==> src/rtl/kmsc_ram.sv <==
// Generic simple dual-port RAM, one write and one registered read per cycle.
// No dependencies.
module kmsc_ram #(
  parameter int WIDTH = 8,
  parameter int DEPTH = 16,
  localparam int AW = (DEPTH > 1) ? $clog2(DEPTH) : 1
) (
  input  logic             clk,
  input  logic             we,
  input  logic [AW-1:0]    waddr,
  input  logic [WIDTH-1:0] wdata,
  input  logic [AW-1:0]    raddr,
  output logic [WIDTH-1:0] rdata_r
);
  logic [WIDTH-1:0] mem [DEPTH];

  always_ff @(posedge clk) begin
    if (we) begin
      mem[waddr] <= wdata;
    end
    rdata_r <= mem[raddr];
  end
endmodule

==> config.mk <==
export PLATFORM = sky130hd
export DESIGN_NAME = kmsc_ram
export DESIGN_NICKNAME = d
export VERILOG_FILES = /design/src/rtl/kmsc_ram.sv
export SDC_FILE = /design/constraint.sdc
export NUM_CORES = 1
export LEC_CHECK = 0
export ABC_CLOCK_PERIOD_IN_PS = 2170
export BUFFER_PORTS_ARGS = -buffer_cell sky130_fd_sc_hd__clkbuf_2
export CAP_MARGIN = 25
export CORE_MARGIN = 2
export CORE_UTILIZATION = 50
export DETAILED_ROUTE_END_ITERATION = 10
export PLACE_DENSITY = 0.64
export SETUP_SLACK_MARGIN = 0.15
export SYNTH_ARGS = -nofsm -noshare
export SYNTH_HDL_FRONTEND = slang
export SYNTH_SLANG_ARGS = --single-unit
==> constraint.sdc <==
create_clock -name clk -period 2.17 [get_ports clk]
set_input_delay 0.217 -clock clk [delete_from_list [all_inputs] [get_ports clk]]
set_output_delay 0.217 -clock clk [all_outputs]
set_load 0.1 [all_outputs]
Yosys cells after proc, flatten, opt, wreduce, memory -nomap -nowiden. Memory sizes are Yosys's and may differ from the RTL's. A register that Yosys moved wholly into a read port is not among the register bits. Index checks and enable logic that the tools add are counted.

Memory bits (writable): 128. Output and inout bits: 8. Memories kept: 1. Bits in latches: 0. Flip-flop bits (word level): 0. ROM bits: 0. Logic and storage cells: 3. Input port bits: 18.

Bitwise gates (word level): 0. Div/mod/pow operators: 0. Mux-type cells: 2. $add $sub $neg: 0. $lt $le $gt $ge: 0. Equality and inequality tests: 0. Multipliers: 0. Shifts and indexed selects: 0. Reduce and logical (&&, ||, !) cells: 0.

Memory list: mem (words 16, bits a word 8, rd ports 1, clocked after Yosys merged registers in 1, wr ports 1, RTL line 15) `logic [WIDTH-1:0] mem [DEPTH];`.

Operators by type and width (number): 1-bit 2-to-1 mux (2).

Depth between registers and ports, before layout. Gate-level depths: netlist (run 1).

Word-level depth: 2. Mapped depth: 5.

Worst setup path before layout (run 1). Ideal clock, no wire load.

Kind: in2reg. Start point: in waddr[2]. End point: mem mem[0][0] (enable). Data required time: 1787 ps. Stages: 2. Setup time: 383 ps. Arrival: 1327 ps. Path slack: 460 ps. Cell sequence: or3b_2 > nor3_1.

RTL lines: start: declaration (RTL line 10) `input logic [AW-1:0] waddr,`; end: declaration (RTL line 15).

Straight into the memory's write port.

Worst setup path in the final report (run 1).
Start point: reg rdata_r[3], read port of mem. End point: out rdata_r[3].

RTL lines: start: declaration (RTL line 13) `output logic [WIDTH-1:0] rdata_r`.

No word-level cell between the ends.

==> summary.txt, run 1 <==
RePlAce Congestion - 0.784
Worst Setup Start Kind - register
FF-to-FF Start - mem[1][2]
Fmax - 624 MHz
Tmin final - 1.60 ns
Initial DRC Count - 137
Commonest non-fill, non-tap cell in the layout - edfxtp_1
Gate count after technology mapping - 229
Via/cell ratio - 5.61
Slew Viols, Final - 0
#FFs+latches synth - 136
Multi-input combinational cell area - 0.00106 sq mm
Slew @ Worst Pin - 0.762 ns
Vias in the first global route - 2492
Hold-fix buffers, CTS - 0
Share of cells above drive strength 1 - 0.318
CTS tree - yes
Psw - 1320 uW
Cell Chain, Critical Path - clkbuf_2
Crit-path max cell delay - 0.49 ns
HP Start - wdata[2]
Worst hold stages - 1
Power Density - 978 mW/mm^2
Slowest cell on the critical path - clkbuf_2
Worst Hold Class - in2reg
CTS resizes - 0
Worst Setup Path Type - reg2out
Commonest non-fill, non-tap cells in the layout - edfxtp_1, clkbuf_2, mux4_2, buf_4
Final setup viols - 0
Worst Path Max Fanout - 1
Max Cap Viol - 0
Die Wd - 105 um
Final period util - 0.738
All-layer global routing usage - 0.186
Largest net degree at the start of global routing - 33
Hold path endpoint - mem[0][2]
Crit. End Element - primary output
Grt ovf - 0
Max_slew headroom - 0.490
DIE AREA - 0.0111 sq mm
Worst reg2reg path endpoint - rdata_r[2]
DRC viols - 0
Stages on the worst setup path - 1
Setup WS post-layout - 0.568 ns
Crit path DAT - 1.39 ns
Combinational share of power - 0.066
Peak VDD IR - 0.516 mV
DP Worst Slack - 0.456 ns
Clk pwr share - 0.437
# H-tree levels - 4
Reg power frac - 0.497
Syn_nets - 247
Clock buffer depth - 2
Distinct cells, synth - 19
Fillers - 709
Setup TNS - 0 ns
DR WL/cell - 22.2 um
Dpl cell area - 0.00553 sq mm
IO buf count - 25
Flop-to-flop setup slack - 0.77 ns
Clock transition at path regs - 0.06 ns
DP HPWL - 5980 um
Final Hold Vio Count - 0
Routed wire length - 9570 um
Post-CTS Setup Bufs - 0
Sequential Area - 0.00400 sq mm
Post-Route Utilization - 0.600
Worst-Skew Late Latency - 0.51 ns
Via count - 2422
Cell row count - 37
Leakage power - 0.00207 uW
Initial core utilization - 0.508
Status - completed
Unrepaired setup endpoints after global routing - false
Worst Skew - 0.0108 ns
Length of the first detailed-routing pass in iterations - 4
Syn avg cell area - 22.5 sq um
Top-level I/O count - 26
DIE HEIGHT - 105 um
WHS - 0.147 ns
Core Region - 0.0101 sq mm
Register area share after synthesis - 0.778
Initial antenna violation count - 0
CP Data Required Time - 1.95 ns
Worst R2R Path Depth - 3
Mapped Area - 0.00515 sq mm
Fin area - 0.00608 sq mm
Clock sinks - 136
Layout net count - 301
P_int - 4630 uW
Layout Area Growth over Synthesis - 18.2%
# diodes - 0
Final antenna-violating net count - 0
Clock Tree Root - clkbuf_8
CP Buf/Inv Count - 1
Total CTS buffers - 17
Warnings from Yosys - 0
Sw Share - 0.222
Largest delay contributor family on the critical path - buffers and inverters
First-pass GRT wire length - 14500 um
power groups by stage:
| stage | sequential [uW] | clock [uW] | combinational (uW) |
|---|---|---|---|
| final | 2960 | 2600 | 393 |
| after floorplan | 3130 | 0 | 149 |
| after detailed placement | 3010 | 0 | 398 |
| after CTS | 2960 | 2650 | 399 |
| after global placement | 3010 | 0 | 393 |
| after global routing | 2960 | 2760 | 417 |
layer usage:
metal	up-vias	global-route usage	share of wire	wire, um
met3	8	0.0445	0.040	382
met1	1268	0.264	0.46	4390
met2	58	0.280	0.49	4690
li1	1088	-	-	-
met4	0	0.0743	0.012	111
met5	-	0	0	0
layout make-up:
class / count / share of cell area
sequential: 136 / 0.658
multi-input combinational: 83 / 0.174
clock buffer: 21 / 0.0738
timing repair buffer: 45 / 0.0494
tap: 136 / 0.0280
clock inverter: 11 / 0.0169
flip-flops by register name, summed over array words and instances, names as in the netlist:
name and cells:
mem 128, rdata_r 8
cell families after synthesis:
group | count (synthesis) | share of synthesized area
multiplexers | 32 | 0.150
AO/OA/AOI/OAI | 16 | 0.0233
AND/OR/NAND/NOR | 35 | 0.0318
flip-flops | 136 | 0.778
buffers and inverters | 10 | 0.0168
stage by stage:
| step | std cells | total power (uW) |
|---|---|---|
| 6_report | 432 | 5950 |
| 5_1_grt | 432 | 6140 |
| 4_1_cts | 432 | 6010 |
| 3_5_place_dp | 400 | 3410 |
| 3_3_place_gp | 400 | 3400 |
| 2_1_floorplan | 229 | 3280 |
worst max path at each step:
stage	slack, ns	start	end
2_1_floorplan	0.46	waddr[2]	mem[0][0]
6_report	0.57	rdata_r[3]	rdata_r[3]
3_5_place_dp	0.46	raddr[0]	rdata_r[5]
4_1_cts	0.54	rdata_r[3]	rdata_r[3]
5_1_grt	0.53	rdata_r[3]	rdata_r[3]
3_3_place_gp	0.45	raddr[0]	rdata_r[3]
cells in the mapped netlist, drive strengths merged:
master         instances  share of area
a22oi                 16          0.023
or3b                   1         0.0017
clkdlybuf4s25          3         0.0058
edfxtp               128           0.75
nor2b                  1         0.0012
nand3                  1        0.00097
nor2                  13         0.0095
buf                    7          0.011
nand2                  9         0.0066
nand3b                 2         0.0029
and2b                  1         0.0015
mux4                  32           0.15
nor3                   4         0.0039
nand2b                 2         0.0024
and2                   1         0.0012
dfxtp                  8          0.031
(Power assumes the default switching activity.)
==> run 2: changes to the inputs <==
--- a/config.mk
+++ b/config.mk
@@ -5,13 +5,13 @@
 export SDC_FILE = /design/constraint.sdc
 export NUM_CORES = 1
 export LEC_CHECK = 0
-export ABC_CLOCK_PERIOD_IN_PS = 2170
+export ABC_CLOCK_PERIOD_IN_PS = 1350
 export BUFFER_PORTS_ARGS = -buffer_cell sky130_fd_sc_hd__clkbuf_2
 export CAP_MARGIN = 25
 export CORE_MARGIN = 2
 export CORE_UTILIZATION = 50
 export DETAILED_ROUTE_END_ITERATION = 10
-export PLACE_DENSITY = 0.64
+export PLACE_DENSITY = 0.67
 export SETUP_SLACK_MARGIN = 0.15
 export SYNTH_ARGS = -nofsm -noshare
 export SYNTH_HDL_FRONTEND = slang
==> constraint.sdc (replaced) <==
create_clock -name clk -period 1.35 [get_ports clk]
set_input_delay 0.135 -clock clk [delete_from_list [all_inputs] [get_ports clk]]
set_output_delay 0.135 -clock clk [all_outputs]
set_load 0.1 [all_outputs]
==> summary.txt, run 2 (synthesized netlist as in run 1, its figures left out) <==
Status - completed
Share of cells above drive strength 1 - 0.427
Die Wd - 105 um
Post-CTS Setup Bufs - 0
Cell row count - 37
Fillers - 661
Length of the first detailed-routing pass in iterations - 4
Via/cell ratio - 5.48
Worst Skew - 0.00627 ns
Cell Chain, Critical Path - mux4_2 > a22oi_2 > nand2_1
Clock Tree Root - clkbuf_8
Crit. End Element - register
Crit path DAT - 1.69 ns
Slowest cell on the critical path - mux4_2
Setup WS post-layout - 0.0473 ns
DIE HEIGHT - 105 um
All-layer global routing usage - 0.195
Total CTS buffers - 17
Most flops, register - mem
Flop-to-flop setup slack - 0.05 ns
DP Worst Slack - -0.215 ns
Worst Hold Class - in2reg
Final period util - 0.965
DP HPWL - 6030 um
DRC viols - 0
Max_slew headroom - 0.414
Hold path endpoint - mem[0][6]
Clock buffer depth - 2
Commonest non-fill, non-tap cell in the layout - edfxtp_1
DR WL/cell - 22.1 um
Largest delay contributor family on the critical path - multiplexers
Layout Area Growth over Synthesis - 25.4%
Routed wire length - 9640 um
Peak VDD IR - 0.645 mV
Final antenna-violating net count - 0
Worst Path Max Fanout - 1
Final Hold Vio Count - 0
Worst hold stages - 1
Power Density - 1610 mW/mm^2
Post-Layout Cell Count - 436
Core Region - 0.0101 sq mm
# H-tree levels - 4
Clock transition at path regs - 0.06 ns
PnR Total Power - 10400 uW
IO buf count - 25
Unrepaired setup endpoints after global routing - true
Worst-Skew Late Latency - 0.51 ns
Clock sinks - 136
Crit-path max cell delay - 0.52 ns
Multi-input combinational cell area - 0.00109 sq mm
Slew @ Worst Pin - 0.878 ns
Vias in the first global route - 2595
DIE AREA - 0.0111 sq mm
Largest registers - mem x128, rdata_r x8
Leakage power - 0.00219 uW
CP Data Required Time - 1.74 ns
Initial antenna violation count - 0
Grt ovf - 0
Top-level I/O count - 26
Worst Setup Start Kind - register
Dpl cells - 404
# diodes - 0
HP Start - wdata[6]
Max FFs per register - 128
Initial DRC Count - 217
Initial core utilization - 0.508
Via count - 2391
Largest net degree at the start of global routing - 17
Worst Setup Path Type - reg2reg
Layout net count - 305
Sequential Area - 0.00402 sq mm
Tmin final - 1.30 ns
FF-to-FF Start - mem[3][4]
First-pass GRT wire length - 15100 um
Fmax - 768 MHz
Final setup viols - 0
Slew Viols, Final - 0
CP Buf/Inv Count - 0
RePlAce Congestion - 0.716
WHS - 0.0368 ns
CTS tree - yes
Worst R2R Path Depth - 3
Worst reg2reg path endpoint - rdata_r[4]
Commonest non-fill, non-tap cells in the layout - edfxtp_1, mux4_2, clkbuf_16
Max Cap Viol - 0
Setup TNS - 0 ns
## run 2: worst max-delay path by stage
stage              start    endpoint  slack, ns  cells past startpoint
5_1_grt        mem[3][4]  rdata_r[4]       0.03                      3
2_1_floorplan   raddr[0]  rdata_r[4]       0.10                      5
3_5_place_dp    raddr[0]  rdata_r[4]      -0.21                      5
6_report       mem[3][4]  rdata_r[4]       0.05                      3
4_1_cts        mem[3][4]  rdata_r[4]       0.06                      3
3_3_place_gp    raddr[0]  rdata_r[4]      -0.23                      5
## run 2: power breakdown
| group | switching (uW) | internal, uW | total, uW |
|---|---|---|---|
| clock | 1640 | 3170 | 4810 |
| combinational | 458 | 322 | 780 |
| sequential | 46.2 | 4730 | 4770 |
## run 2: layer usage
metal | part of all wire | track usage | routed length, um
met1 | 0.39 | 0.239 | 3810
met5 | 0 | 0 | 0
met4 | 0.013 | 0.0543 | 129
met3 | 0.059 | 0.0625 | 573
met2 | 0.53 | 0.334 | 5130
## run 2: final cells by class
type | count | share of cell area
well taps | 136 | 0.0264
clock buffers | 18 | 0.0648
multi-input cells | 83 | 0.168
repair buffers | 49 | 0.0861
flip-flops and latches | 136 | 0.623
clock inverters | 14 | 0.0318
## run 2: repair_timing
item / in CTS / in global routing
endpoints found under the setup margin: 16 / 16
cloned: 0 / 0
hold buffers: 0 / 0
pin swaps: 3 / 1
gates resized for setup: 40 / 2
## run 2: stage by stage
stage                      util  cell area, sq um
after global routing      0.636              6450
after floorplan               -              5190
final                     0.636              6450
after global placement    0.557              5650
after detailed placement  0.557              5650
after CTS                 0.636              6450
==> run 3: changes to the inputs <==
--- a/config.mk
+++ b/config.mk
@@ -11,7 +11,7 @@
 export CORE_MARGIN = 2
 export CORE_UTILIZATION = 50
 export DETAILED_ROUTE_END_ITERATION = 10
-export PLACE_DENSITY = 0.67
+export PLACE_DENSITY = 0.69
 export SETUP_SLACK_MARGIN = 0.15
 export SYNTH_ARGS = -nofsm -noshare
 export SYNTH_HDL_FRONTEND = slang
==> summary.txt, run 3 (synthesized netlist as in run 1, its figures left out) <==
# H-tree levels - 4
Initial core utilization - 0.508
Slew Viols, Final - 0
Share of cells above drive strength 1 - 0.460
Grt ovf - 0
Initial antenna violation count - 0
Flop-to-flop setup slack - 0.07 ns
DIE HEIGHT - 105 um
RePlAce Congestion - 0.746
All-layer global routing usage - 0.202
Worst Path Max Fanout - 1
Initial DRC Count - 195
HP Start - wdata[2]
Slew @ Worst Pin - 0.832 ns
Final period util - 0.946
Hold path endpoint - mem[2][2]
Routed wire length - 9990 um
Worst Hold Class - in2reg
FF-to-FF Start - mem[2][3]
Largest registers - mem x128, rdata_r x8
Max FFs per register - 128
Final Hold Vio Count - 0
Worst Skew - 0.00394 ns
Crit path DAT - 1.68 ns
Worst hold stages - 1
Most flops, register - mem
Via/cell ratio - 5.48
Commonest non-fill, non-tap cells in the layout - edfxtp_1, buf_4, mux4_2
Clock buffer depth - 2
Vias in the first global route - 2644
Clock transition at path regs - 0.06 ns
DIE AREA - 0.0111 sq mm
CTS tree - yes
Dpl cells - 415
# diodes - 0
Worst reg2reg path endpoint - rdata_r[3]
Length of the first detailed-routing pass in iterations - 4
Sw Share - 0.202
PnR Total Power - 10700 uW
CP Data Required Time - 1.75 ns
Fillers - 662
Worst Setup Start Kind - register
Clock Tree Root - clkbuf_8
Max_slew headroom - 0.444
Power Density - 1640 mW/mm^2
Fmax - 783 MHz
Clk pwr share - 0.478
Commonest non-fill, non-tap cell in the layout - edfxtp_1
Status - completed
DP HPWL - 6390 um
Largest net degree at the start of global routing - 17
First-pass GRT wire length - 15600 um
IO buf count - 25
Die Wd - 105 um
Post-Layout Cell Count - 447
Met1 global-route usage - 0.278
DRC viols - 0
Final setup viols - 0
P_int - 8510 uW
Cell row count - 37
Layer with the highest usage - met2
Layout net count - 316
Max Cap Viol - 0
Via count - 2449
Reg power frac - 0.448
M3 GR Usage - 0.0526
Worst R2R Path Depth - 3
DR WL/cell - 22.4 um
Met2 Use GR - 0.312
Core Region - 0.0101 sq mm
Clock sinks - 136
Crit. End Element - register
Peak VDD IR - 0.755 mV
Top-level I/O count - 26
Worst Setup Path Type - reg2reg
Leakage power - 0.00223 uW
Total CTS buffers - 17
Unrepaired setup endpoints after global routing - true
Hold-fix buffers, CTS - 0
Layout Area Growth over Synthesis - 26.5%
Combinational share of power - 0.074
Worst-Skew Late Latency - 0.52 ns
Final antenna-violating net count - 0
Psw - 2160 uW
Tmin final - 1.28 ns
-- run 3: how the worst max path moves through the flow --
stage                    from         end  slack (ns)  cells past startpoint
finish              mem[2][3]  rdata_r[3]        0.07                      3
global route        mem[3][0]  rdata_r[0]        0.02                      3
CTS                 mem[1][3]  rdata_r[3]        0.06                      3
detailed placement   raddr[0]  rdata_r[6]       -0.21                      5
global placement     raddr[0]  rdata_r[1]       -0.25                      5
floorplan            raddr[0]  rdata_r[4]        0.10                      5
-- run 3: worst max-delay path, cell delays in order (launching register included) --
cell	delay [ns]
edfxtp_1	0.36
mux4_2	0.49
a22oi_2	0.22
nand2_1	0.09
-- run 3: repair_timing --
| action | in CTS | in global routing |
|---|---|---|
| gates resized for setup | 41 | 4 |
| buffers inserted | 0 | 0 |
| hold endpoints to repair | 0 | 0 |
| endpoints found under the setup margin | 16 | 16 |
| pin swaps | 8 | 3 |
-- run 3: power by group through the flow --
stage                     clock network [uW]  logic (uW)  registers [uW]
after floorplan                            0         260            5030
after global placement                     0         671            4840
after detailed placement                   0         680            4840
after CTS                               5160         796            4780
after global routing                    5350         838            4780
final                                   5100         792            4780
-- run 3: layout make-up --
class	count	area, sq um	area share
Sequential cell	136	4020	0.617
Multi-Input combinational cell	83	1080	0.166
Timing Repair Buffer	60	576	0.0884
Clock buffer	19	442	0.0678
Clock inverter	13	224	0.0344
Tap cell	136	170	0.0261
-- run 3: metrics by stage --
stage          TNS (ns)  worst slack (ns)  utilization  cell area (sq um)  hold slack (ns)
5_1_grt               0            0.0182        0.642               6510           0.0599
4_1_cts               0            0.0612        0.643               6520           0.0502
3_3_place_gp      -1.56            -0.251        0.559               5670            0.557
6_report              0            0.0733        0.642               6510           0.0595
2_1_floorplan         0             0.102            -               5190            0.234
3_5_place_dp      -1.70            -0.208        0.559               5670            0.586
-- run 3: metal layers --
layer  up-vias  wire length (um)
li1       1103                 -
met1      1251              4260
met2        83              5000
met3        12               575
met4         0               159
met5         -                 0
